`src/rtl/shxp_pkg.sv`:
```
`timescale 1ns / 1ps
`default_nettype none
// ----------------------------------------------------------------------------
// shxp_pkg: shared types and constants of the sync header frame parser
// Codes, sync and token bytes, and the result record passed between stages.
// ----------------------------------------------------------------------------
package shxp_pkg;

    localparam logic [7:0] SYNC0 = 8'h55;
    localparam logic [7:0] SYNC1 = 8'h4E;
    localparam logic [7:0] SYNC2 = 8'h45;
    localparam logic [7:0] SYNC3 = 8'h52;
    localparam logic [7:0] TOKEN = 8'h3A;

    // XOR of the four sync bytes and the token; the length byte is added later
    localparam logic [7:0] XOR_SEED = SYNC0 ^ SYNC1 ^ SYNC2 ^ SYNC3 ^ TOKEN;

    localparam logic [7:0] TIMEOUT_RESET = 8'd3;

    localparam logic CMD_BYTE = 1'b0;
    localparam logic CMD_TICK = 1'b1;

    localparam logic [1:0] KIND_BODY  = 2'd0;
    localparam logic [1:0] KIND_GOOD  = 2'd1;
    localparam logic [1:0] KIND_BAD   = 2'd2;
    localparam logic [1:0] KIND_ABORT = 2'd3;

    localparam int QUEUE_DEPTH = 2;

    typedef struct packed {
        logic [1:0] kind;
        logic [7:0] byte_value;
        logic [7:0] byte_index;
        logic       frame_last;
    } result_t;

    typedef struct packed {
        logic    valid;
        result_t data;
    } push_t;

endpackage

`default_nettype wire

```
`src/rtl/shxp_if.sv`:
```
`timescale 1ns / 1ps
`default_nettype none
// ----------------------------------------------------------------------------
// shxp_if: channel interfaces of the sync header frame parser
// Input channel carries bytes and ticks; output channel carries results.
// ----------------------------------------------------------------------------
interface shxp_in_if;
    logic       valid;
    logic       ready;
    logic       cmd;
    logic [7:0] rx_byte;

    modport source (output valid, output cmd, output rx_byte, input ready);
    modport sink   (input valid, input cmd, input rx_byte, output ready);
endinterface

interface shxp_out_if;
    logic       valid;
    logic       ready;
    logic [1:0] kind;
    logic [7:0] byte_value;
    logic [7:0] byte_index;
    logic       frame_last;

    modport source (output valid, output kind, output byte_value, output byte_index,
                    output frame_last, input ready);
    modport sink   (input valid, input kind, input byte_value, input byte_index,
                    input frame_last, output ready);
endinterface

`default_nettype wire

```
`src/rtl/sync_header_xor_frame_parser.sv`:
```
`timescale 1ns / 1ps
`default_nettype none
// ----------------------------------------------------------------------------
// sync_header_xor_frame_parser: receive-side deframer with XOR checksum
// Hunts for the sync header, tracks the length, streams body bytes and
// closes each frame with a good, bad or timeout result.
// ----------------------------------------------------------------------------
//  Channel   Dir  Handshake      Contents
//  link      in   valid/ready    cmd (byte or tick), rx_byte
//  parsed    out  valid/ready    kind, byte_value, byte_index, frame_last
//  cfg       in   cfg_wr_en      cfg_wr_data -> timeout_ticks
//
//  One word is taken every cycle while link.ready is high. Its result
//  enters the queue at the accepting edge, is popped from there into the
//  output register and then shows on parsed.
//  link.ready drops only while the result queue is full, i.e. while parsed
//  stalls long enough to back up the queue.
//  rst_n is asynchronous: hunting state, empty queue, timeout_ticks of 3.
// ----------------------------------------------------------------------------
module sync_header_xor_frame_parser
#(
    parameter int QUEUE_DEPTH = shxp_pkg::QUEUE_DEPTH
)
(
    input  var logic       clk,
    input  var logic       rst_n,
    input  var logic       cfg_wr_en,
    input  var logic [7:0] cfg_wr_data,
    shxp_in_if.sink        link,
    shxp_out_if.source     parsed
);

    // front to queue: optional result record per accepted word
    shxp_pkg::push_t   push;
    logic              space;

    // queue to back
    logic              q_valid;
    shxp_pkg::result_t q_data;
    logic              pop;

    // Parse bytes and ticks; hold the header state, count and running XOR.
    shxp_front u_front
    (
        .clk         (clk),
        .rst_n       (rst_n),
        .cfg_wr_en   (cfg_wr_en),
        .cfg_wr_data (cfg_wr_data),
        .space       (space),
        .link        (link),
        .push        (push)
    );

    // Decouple the parser from output stalls.
    shxp_queue
    #(
        .DEPTH (QUEUE_DEPTH)
    )
    u_queue
    (
        .clk     (clk),
        .rst_n   (rst_n),
        .push    (push),
        .space   (space),
        .pop     (pop),
        .q_valid (q_valid),
        .q_data  (q_data)
    );

    // Drive the result channel from a register.
    shxp_back u_back
    (
        .clk     (clk),
        .rst_n   (rst_n),
        .q_valid (q_valid),
        .q_data  (q_data),
        .pop     (pop),
        .parsed  (parsed)
    );

endmodule

`default_nettype wire

```
`src/rtl/shxp_front.sv`:
```
`timescale 1ns / 1ps
`default_nettype none
// ----------------------------------------------------------------------------
// shxp_front: header hunt, length tracking, checksum and timeout
// Accepts one word per cycle while space is high; pushes at most one record.
// ----------------------------------------------------------------------------
module shxp_front
(
    input  var logic             clk,
    input  var logic             rst_n,
    input  var logic             cfg_wr_en,
    input  var logic [7:0]       cfg_wr_data,
    input  var logic             space,
    shxp_in_if.sink              link,
    output var shxp_pkg::push_t  push
);

    typedef enum logic [2:0] {
        ST_HUNT = 3'd0,
        ST_N    = 3'd1,
        ST_E    = 3'd2,
        ST_R    = 3'd3,
        ST_LEN  = 3'd4,
        ST_TOK  = 3'd5,
        ST_BODY = 3'd6,
        ST_BAD  = 3'd7
    } state_t;

    state_t     state_reg, state_next;
    logic [7:0] timeout_reg;
    logic [7:0] bytes_left_reg, bytes_left_next;
    logic [7:0] xor_reg, xor_next;
    logic [7:0] pos_reg, pos_next;
    logic [7:0] ticks_reg, ticks_next;
    logic [7:0] ticks_dec;
    logic       accept;

    assign link.ready = space;
    assign accept     = link.valid && space;
    assign ticks_dec  = ticks_reg - 8'd1;

    always_comb
    begin
        state_next      = state_reg;
        bytes_left_next = bytes_left_reg;
        xor_next        = xor_reg;
        pos_next        = pos_reg;
        ticks_next      = ticks_reg;
        push.valid           = 1'b0;
        push.data.kind       = shxp_pkg::KIND_BODY;
        push.data.byte_value = link.rx_byte;
        push.data.byte_index = pos_reg;
        push.data.frame_last = 1'b0;

        if (accept)
        begin
            if (link.cmd == shxp_pkg::CMD_TICK)
            begin
                case (state_reg)
                    ST_HUNT:
                    begin
                    end
                    ST_N, ST_E, ST_R, ST_LEN, ST_TOK, ST_BODY:
                    begin
                        ticks_next = ticks_dec;
                        if (ticks_dec == 8'd0)
                        begin
                            state_next = ST_HUNT;
                            if (state_reg == ST_BODY)
                            begin
                                push.valid           = 1'b1;
                                push.data.kind       = shxp_pkg::KIND_ABORT;
                                push.data.byte_value = 8'd0;
                                push.data.frame_last = 1'b1;
                            end
                        end
                    end
                    default:
                    begin
                        state_next = ST_HUNT;
                    end
                endcase
            end
            else
            begin
                // on a mismatch, re-examine the byte as a frame start
                case (state_reg)
                    ST_N, ST_E, ST_R, ST_TOK, ST_HUNT:
                    begin
                        if ((state_reg == ST_N && link.rx_byte == shxp_pkg::SYNC1) ||
                            (state_reg == ST_E && link.rx_byte == shxp_pkg::SYNC2) ||
                            (state_reg == ST_R && link.rx_byte == shxp_pkg::SYNC3))
                        begin
                            state_next = state_t'(state_reg + 3'd1);
                        end
                        else if (state_reg == ST_TOK && link.rx_byte == shxp_pkg::TOKEN)
                        begin
                            state_next = ST_BODY;
                            xor_next   = shxp_pkg::XOR_SEED ^ bytes_left_reg;
                            pos_next   = 8'd0;
                        end
                        else if (link.rx_byte == shxp_pkg::SYNC0)
                        begin
                            state_next = ST_N;
                            ticks_next = timeout_reg;
                        end
                        else
                        begin
                            state_next = ST_HUNT;
                        end
                    end
                    ST_LEN:
                    begin
                        bytes_left_next = link.rx_byte;
                        state_next      = ST_TOK;
                    end
                    ST_BODY:
                    begin
                        push.valid      = 1'b1;
                        pos_next        = pos_reg + 8'd1;
                        bytes_left_next = bytes_left_reg - 8'd1;
                        if (bytes_left_reg == 8'd1)
                        begin
                            state_next           = ST_HUNT;
                            push.data.frame_last = 1'b1;
                            push.data.kind       = (link.rx_byte == xor_reg) ?
                                                   shxp_pkg::KIND_GOOD : shxp_pkg::KIND_BAD;
                        end
                        else
                        begin
                            xor_next = xor_reg ^ link.rx_byte;
                        end
                    end
                    default:
                    begin
                        state_next = ST_HUNT;
                    end
                endcase
            end
        end
    end

    always_ff @(posedge clk or negedge rst_n)
    begin
        if (!rst_n)
        begin
            state_reg      <= ST_HUNT;
            timeout_reg    <= shxp_pkg::TIMEOUT_RESET;
            bytes_left_reg <= 8'd0;
            xor_reg        <= 8'd0;
            pos_reg        <= 8'd0;
            ticks_reg      <= 8'd0;
        end
        else
        begin
            state_reg      <= state_next;
            bytes_left_reg <= bytes_left_next;
            xor_reg        <= xor_next;
            pos_reg        <= pos_next;
            ticks_reg      <= ticks_next;
            if (cfg_wr_en)
            begin
                timeout_reg <= cfg_wr_data;
            end
        end
    end

endmodule

`default_nettype wire

```
`src/rtl/shxp_queue.sv`:
```
`timescale 1ns / 1ps
`default_nettype none
// ----------------------------------------------------------------------------
// shxp_queue: short result queue between front and back
// Circular buffer of result records with a fill count.
// ----------------------------------------------------------------------------
module shxp_queue
#(
    parameter int DEPTH = shxp_pkg::QUEUE_DEPTH
)
(
    input  var logic               clk,
    input  var logic               rst_n,
    input  var shxp_pkg::push_t    push,
    output var logic               space,
    input  var logic               pop,
    output var logic               q_valid,
    output var shxp_pkg::result_t  q_data
);

    localparam int PTR_W = (DEPTH > 1) ? $clog2(DEPTH) : 1;
    localparam int CNT_W = $clog2(DEPTH + 1);

    shxp_pkg::result_t mem [DEPTH];

    logic [PTR_W-1:0] wr_ptr_reg, wr_ptr_next;
    logic [PTR_W-1:0] rd_ptr_reg, rd_ptr_next;
    logic [CNT_W-1:0] count_reg, count_next;
    logic             do_push;
    logic             do_pop;

    assign space   = (count_reg != CNT_W'(DEPTH));
    assign q_valid = (count_reg != '0);
    assign q_data  = mem[rd_ptr_reg];
    assign do_push = push.valid && space;
    assign do_pop  = pop && q_valid;

    always_comb
    begin
        wr_ptr_next = wr_ptr_reg;
        rd_ptr_next = rd_ptr_reg;
        count_next  = count_reg;
        if (do_push)
        begin
            wr_ptr_next = (wr_ptr_reg == PTR_W'(DEPTH - 1)) ? '0 : wr_ptr_reg + 1'b1;
        end
        if (do_pop)
        begin
            rd_ptr_next = (rd_ptr_reg == PTR_W'(DEPTH - 1)) ? '0 : rd_ptr_reg + 1'b1;
        end
        if (do_push && !do_pop)
        begin
            count_next = count_reg + 1'b1;
        end
        else if (do_pop && !do_push)
        begin
            count_next = count_reg - 1'b1;
        end
    end

    always_ff @(posedge clk)
    begin
        if (do_push)
        begin
            mem[wr_ptr_reg] <= push.data;
        end
    end

    always_ff @(posedge clk or negedge rst_n)
    begin
        if (!rst_n)
        begin
            wr_ptr_reg <= '0;
            rd_ptr_reg <= '0;
            count_reg  <= '0;
        end
        else
        begin
            wr_ptr_reg <= wr_ptr_next;
            rd_ptr_reg <= rd_ptr_next;
            count_reg  <= count_next;
        end
    end

endmodule

`default_nettype wire

```
`src/rtl/shxp_back.sv`:
```
`timescale 1ns / 1ps
`default_nettype none
// ----------------------------------------------------------------------------
// shxp_back: output register of the result channel
// Pops a record whenever the output register is free or being taken.
// ----------------------------------------------------------------------------
module shxp_back
(
    input  var logic               clk,
    input  var logic               rst_n,
    input  var logic               q_valid,
    input  var shxp_pkg::result_t  q_data,
    output var logic               pop,
    shxp_out_if.source             parsed
);

    logic              valid_reg, valid_next;
    shxp_pkg::result_t data_reg;

    assign pop        = q_valid && (!valid_reg || parsed.ready);
    assign valid_next = pop || (valid_reg && !parsed.ready);

    assign parsed.valid      = valid_reg;
    assign parsed.kind       = data_reg.kind;
    assign parsed.byte_value = data_reg.byte_value;
    assign parsed.byte_index = data_reg.byte_index;
    assign parsed.frame_last = data_reg.frame_last;

    always_ff @(posedge clk)
    begin
        if (pop)
        begin
            data_reg <= q_data;
        end
    end

    always_ff @(posedge clk or negedge rst_n)
    begin
        if (!rst_n)
        begin
            valid_reg <= 1'b0;
        end
        else
        begin
            valid_reg <= valid_next;
        end
    end

endmodule

`default_nettype wire

```
`src/flat_wrapper.sv`:
```
// flat-port wrapper written by rule: the top's interface ports become plain ports
module sync_header_xor_frame_parser_flat 
#(
    parameter int QUEUE_DEPTH = shxp_pkg::QUEUE_DEPTH
)
  (clk, rst_n, cfg_wr_en, cfg_wr_data, link_valid, link_cmd, link_rx_byte, link_ready, parsed_valid, parsed_kind, parsed_byte_value, parsed_byte_index, parsed_frame_last, parsed_ready);
  shxp_in_if link_i ();
  shxp_out_if parsed_i ();
  input  var logic clk;
  input  var logic rst_n;
  input  var logic cfg_wr_en;
  input  var logic [7:0] cfg_wr_data;
  input wire logic [$bits(link_i.valid)-1:0] link_valid;
  input wire logic [$bits(link_i.cmd)-1:0] link_cmd;
  input wire logic [$bits(link_i.rx_byte)-1:0] link_rx_byte;
  output wire logic [$bits(link_i.ready)-1:0] link_ready;
  output wire logic [$bits(parsed_i.valid)-1:0] parsed_valid;
  output wire logic [$bits(parsed_i.kind)-1:0] parsed_kind;
  output wire logic [$bits(parsed_i.byte_value)-1:0] parsed_byte_value;
  output wire logic [$bits(parsed_i.byte_index)-1:0] parsed_byte_index;
  output wire logic [$bits(parsed_i.frame_last)-1:0] parsed_frame_last;
  input wire logic [$bits(parsed_i.ready)-1:0] parsed_ready;
  assign link_i.valid = link_valid;
  assign link_i.cmd = link_cmd;
  assign link_i.rx_byte = link_rx_byte;
  assign link_ready = link_i.ready;
  assign parsed_valid = parsed_i.valid;
  assign parsed_kind = parsed_i.kind;
  assign parsed_byte_value = parsed_i.byte_value;
  assign parsed_byte_index = parsed_i.byte_index;
  assign parsed_frame_last = parsed_i.frame_last;
  assign parsed_i.ready = parsed_ready;
  sync_header_xor_frame_parser #(.QUEUE_DEPTH(QUEUE_DEPTH)) u_core (.clk(clk), .rst_n(rst_n), .cfg_wr_en(cfg_wr_en), .cfg_wr_data(cfg_wr_data), .link(link_i), .parsed(parsed_i));
endmodule
```
`config.mk`:
```
export PLATFORM = sky130hd
export DESIGN_NAME = sync_header_xor_frame_parser_flat
export DESIGN_NICKNAME = d
export VERILOG_FILES = /design/src/rtl/shxp_pkg.sv /design/src/rtl/shxp_if.sv /design/src/rtl/sync_header_xor_frame_parser.sv /design/src/rtl/shxp_front.sv /design/src/rtl/shxp_queue.sv /design/src/rtl/shxp_back.sv /design/src/flat_wrapper.sv
export SDC_FILE = /design/constraint.sdc
export NUM_CORES = 1
export LEC_CHECK = 0
export BUFFER_PORTS_ARGS = -buffer_cell sky130_fd_sc_hd__buf_4
export CORE_UTILIZATION = 35
export DETAILED_ROUTE_END_ITERATION = 16
export GPL_ROUTABILITY_DRIVEN = 0
export MAX_ROUTING_LAYER = met4
export PLACE_DENSITY_LB_ADDON = 0.3
export SETUP_SLACK_MARGIN = 0.3
export SYNTH_ARGS = -nofsm -noshare
export SYNTH_HDL_FRONTEND = slang
export SYNTH_SLANG_ARGS = --single-unit
export TNS_END_PERCENT = 20
```
`constraint.sdc`:
```
create_clock -name clk -period 10.4 [get_ports clk]
set_clock_uncertainty 0.05 [all_clocks]
set_input_delay 2.08 -clock clk [delete_from_list [all_inputs] [get_ports clk]]
set_output_delay 2.08 -clock clk [all_outputs]
set_load 0.05 [all_outputs]
```
==> reports/results.txt <==
Crit path buffers/inverters -> 1
H-tree depth reported by CTS -> 3
Power consumption -> 0.000846 W
Floorplan Core Area -> 14500 um2
Met2 routed wirelength -> 5120 um
Number of buffers created by CTS -> 9
Leakage -> 2.28 nW
Synthesis Warnings -> 0
Capturing element type of the critical path -> flip-flop
Via-to-Cell Ratio -> 5.39
Data arrival, critical path -> 4200 ps
Routed len/inst -> 15.9 um
Root buf cell -> sky130_fd_sc_hd__clkbuf_16
Overflow after GRT -> 0
# rows -> 44
Most used flip-flop cell after synthesis -> sky130_fd_sc_hd__edfxtp_1
R2R Setup Slk -> 7310 ps
Total routing usage reported by global routing -> 15.3%
Post-CTS Setup Inserts -> 0
Worst reg-to-reg path cell count -> 7
Pin count of the biggest net entering global routing -> 49
Beginning of the worst register-to-register path -> u_core.u_front.state_reg[1]$_DFFE_PN0P_
CTS resizes -> 0
Share of the clock period used by the worst path after layout -> 38.7%
First-pass GRT wire length -> 17600 um
Number of detailed-route iterations in the first pass -> 4
Number of distinct standard cells referenced by the synthesized netlist -> 65
Post-Synthesis Net Count -> 482
Clock tree from TritonCTS -> built
Status -> finished, final reports clean
Post-route antenna net violation count -> 0
Clk Latency, worst-skew pair -> 350 ps
Setup repair after global routing missed its margin -> no
Port Buf Inserts -> 42
Die Footprint -> 15300 um2
Die W -> 124 um
Layout area overhead -> 15.7%
Instance count after placement with tap cells included -> 654
Post-synthesis average cell area -> 11.5 um2
Ordered cell list for the critical path -> buf_4 > or3b_1 > nor3_2 > a21boi_0 > or2_2 > a211o_1
Length of routed wiring on met1 -> 4970 um
IR Drop Worst-Case VDD -> 0.0000904 V
Non-filler cells, final -> 670
Transition time of the tightest slew-check pin -> 1300 ps
Proportion of synthesized chip area in sequential cells -> 56.4%
Number of enable flip-flop cells after synthesis -> 57
Total setup violations reported at the end of the flow -> 0
Number of max-cap violations -> 0
Dominant delay contributor by cell family on the critical path -> simple AND/OR/NAND/NOR gates
Total number of cells along the worst setup path -> 6
Cts hold-fix bufs -> 0
Cells taking the most area after synthesis -> sky130_fd_sc_hd__edfxtp_1 33%, sky130_fd_sc_hd__dfrtp_1 22%, sky130_fd_sc_hd__mux2_2 6.1%
Share of final-layout standard cells stronger than drive strength 1 -> 21.2%
Detailed Place HPWL -> 7280 um
Critical Path Source Type -> input port
CP Launch Point -> link_rx_byte[5]
Iter 0 DRT Violations -> 373
Final wirelength -> 10600 um
Min Clock Period, post-route -> 4020 ps
Slowest CP cell -> sky130_fd_sc_hd__or2_2
Number of max-slew violations in the final report -> 0
Class of the most critical hold timing path -> reg -> reg
Remaining design rule violation count -> 0
Initial Util -> 35.7%
Top Metal Used -> met4
Share of Yosys cell area claimed by the top area cell type -> 33.1%
NumNets Final -> 514
Final Hold Viols -> 0
Antenna violations before repair -> 0
Biggest register -> u_core.u_queue.mem
Vias after detailed routing -> 3608
Clock-pin slew on the worst setup and hold paths -> 70 ps
Total length of routed met3 wires -> 347 um
Worst setup path endpoint -> u_core.u_front.ticks_reg[3]$_DFFE_PN0P_
Post-synthesis sequential element count -> 105
Buffer depth of the longest clock path -> 2
End of the worst register-to-register path -> u_core.u_queue.count_reg[1]$_DFFE_PN0P_
Total power divided by cell area -> 141 nW/um2
Required arrival time at the worst endpoint -> 10580 ps
Vias in the first global route -> 3418
Count of boundary I/O pins -> 43
Headroom to the max-slew limit -> 12.8%
Post-synth top area cell -> sky130_fd_sc_hd__edfxtp_1
CP max FO -> 12
Largest incremental delay on the critical path -> 490 ps
Post-Syn Area -> 5170 um2
Die Y-Extent -> 124 um
Total number of clock tree sinks -> 105
Proportion of synthesized flip-flops having asynchronous set or reset -> 45.7%
Synthesized netlist cell count -> 449
Flip-flop count of the largest register after layout -> 38
Final antenna diode count -> 0
CP Class -> in -> reg
Max frequency -> 249 MHz
TNS Setup -> 0 ps
cells by family after synthesis:
| kind of cell | after synthesis | synth area share [%] |
|---|---|---|
| AO/OA/AOI/OAI | 115 | 14.7 |
| XOR/XNOR | 14 | 2.37 |
| adder cells (fa/ha/maj) | 11 | 2.66 |
| buffers and inverters | 43 | 3.17 |
| flip-flops | 105 | 56.4 |
| multiplexers | 30 | 6.51 |
| AND/OR/NAND/NOR | 131 | 14.2 |
per-layer routing:
metal | up-vias | GRT usage [%]
met2 | 79 | 23.3
li1 | 1747 | -
met3 | 10 | 2.68
met5 | - | -
met1 | 1772 | 20.4
met4 | 0 | 5.65
power by group:
part,leakage (nW),internal [W],switching (W),total (W)
combinational,0.968,0.0000152,0.0000200,0.0000352
clock,0.160,0.000197,0.000170,0.000367
sequential,1.15,0.000441,0.00000328,0.000444
layout by cell type, fill, tap and decap left out, types with 4 or more instances in the layout:
| master | synthesis | final |
|---|---|---|
| sky130_fd_sc_hd__a22oi_1 | 4 | 4 |
| sky130_fd_sc_hd__nor4_1 | 4 | 4 |
| sky130_fd_sc_hd__a21oi_1 | 16 | 16 |
| sky130_fd_sc_hd__xnor2_1 | 11 | 11 |
| sky130_fd_sc_hd__nand2_1 | 28 | 28 |
| sky130_fd_sc_hd__inv_1 | 19 | 19 |
| sky130_fd_sc_hd__dfrtp_1 | 46 | 46 |
| sky130_fd_sc_hd__o31ai_1 | 5 | 5 |
| sky130_fd_sc_hd__nand4_1 | 5 | 5 |
| sky130_fd_sc_hd__buf_4 | 0 | 45 |
| sky130_fd_sc_hd__clkbuf_16 | 0 | 9 |
| sky130_fd_sc_hd__nand3b_1 | 4 | 4 |
| sky130_fd_sc_hd__nand3_1 | 17 | 17 |
| sky130_fd_sc_hd__ha_1 | 11 | 11 |
| sky130_fd_sc_hd__nand2b_1 | 9 | 9 |
| sky130_fd_sc_hd__nor3_1 | 7 | 7 |
| sky130_fd_sc_hd__and2_1 | 10 | 10 |
| sky130_fd_sc_hd__edfxtp_1 | 57 | 57 |
| sky130_fd_sc_hd__a32o_1 | 4 | 4 |
| sky130_fd_sc_hd__o21ai_0 | 42 | 42 |
| sky130_fd_sc_hd__a31oi_1 | 6 | 6 |
| sky130_fd_sc_hd__nor2_1 | 22 | 22 |
| sky130_fd_sc_hd__mux2_2 | 28 | 28 |
stage by stage:
step                      cell area, um2  util, %  hold slack (ps)  setup WS (ps)
after global placement              5660     39.1              447           6090
after global routing                5990     41.3              494           6150
after detailed placement            5660     39.1              455           6000
final                               5990     41.3              459           6380
after CTS                           5990     41.3              471           6370
after floorplan                     5170        -              407           6000
worst reg2reg max path, stage by stage, from the launching register on:
cell	delay, ps
sky130_fd_sc_hd__dfrtp_1	550
sky130_fd_sc_hd__ha_1	370
sky130_fd_sc_hd__and2_1	790
sky130_fd_sc_hd__nand3_1	400
sky130_fd_sc_hd__a21oi_1	260
sky130_fd_sc_hd__ha_1	280
sky130_fd_sc_hd__nor2_1	140
sky130_fd_sc_hd__xor2_1	160
cell usage after synthesis, drive strengths merged, types with 3 or more instances:
cell type / n
nor4b: 3
and2: 10
nor3: 8
nand2: 28
inv: 19
clkbuf: 21
nor2: 22
dfrtp: 46
ha: 11
a31oi: 6
o22ai: 3
a32o: 4
edfxtp: 57
a22oi: 4
nand3: 17
o211ai: 4
xor2: 3
mux2: 29
o21ai: 42
buf: 3
nor4: 5
xnor2: 11
nand2b: 9
nand3b: 4
or2: 3
a211oi: 5
nand4: 6
a21oi: 16
o31ai: 5
how the worst min path moves through the flow:
stage,cells past startpoint,slack [ps],to,from
floorplan,1,410,u_core.u_front.pos_reg[7]$_DFFE_PN0P_,u_core.u_front.pos_reg[7]$_DFFE_PN0P_
global placement,1,450,u_core.u_queue.count_reg[1]$_DFFE_PN0P_,u_core.u_queue.count_reg[1]$_DFFE_PN0P_
detailed placement,1,450,u_core.u_front.timeout_reg[6]$_DFFE_PN0P_,u_core.u_front.timeout_reg[6]$_DFFE_PN0P_
CTS,1,470,u_core.u_front.timeout_reg[6]$_DFFE_PN0P_,u_core.u_front.timeout_reg[6]$_DFFE_PN0P_
global route,1,490,u_core.u_front.timeout_reg[6]$_DFFE_PN0P_,u_core.u_front.timeout_reg[6]$_DFFE_PN0P_
finish,2,460,u_core.u_back.parsed.valid$_DFF_PN0_,u_core.u_back.parsed.valid$_DFF_PN0_
area by class of cell:
class / count / area [um2]
clock buffer: 9 / 225
clock inverter: 7 / 103
fill: 1358 / 8490
inverter: 19 / 71.3
multi-input combinational: 301 / 2100
sequential: 105 / 2920
tap: 184 / 230
timing repair buffer: 45 / 338
No activity file was read; power rests on OpenSTA's default activity.
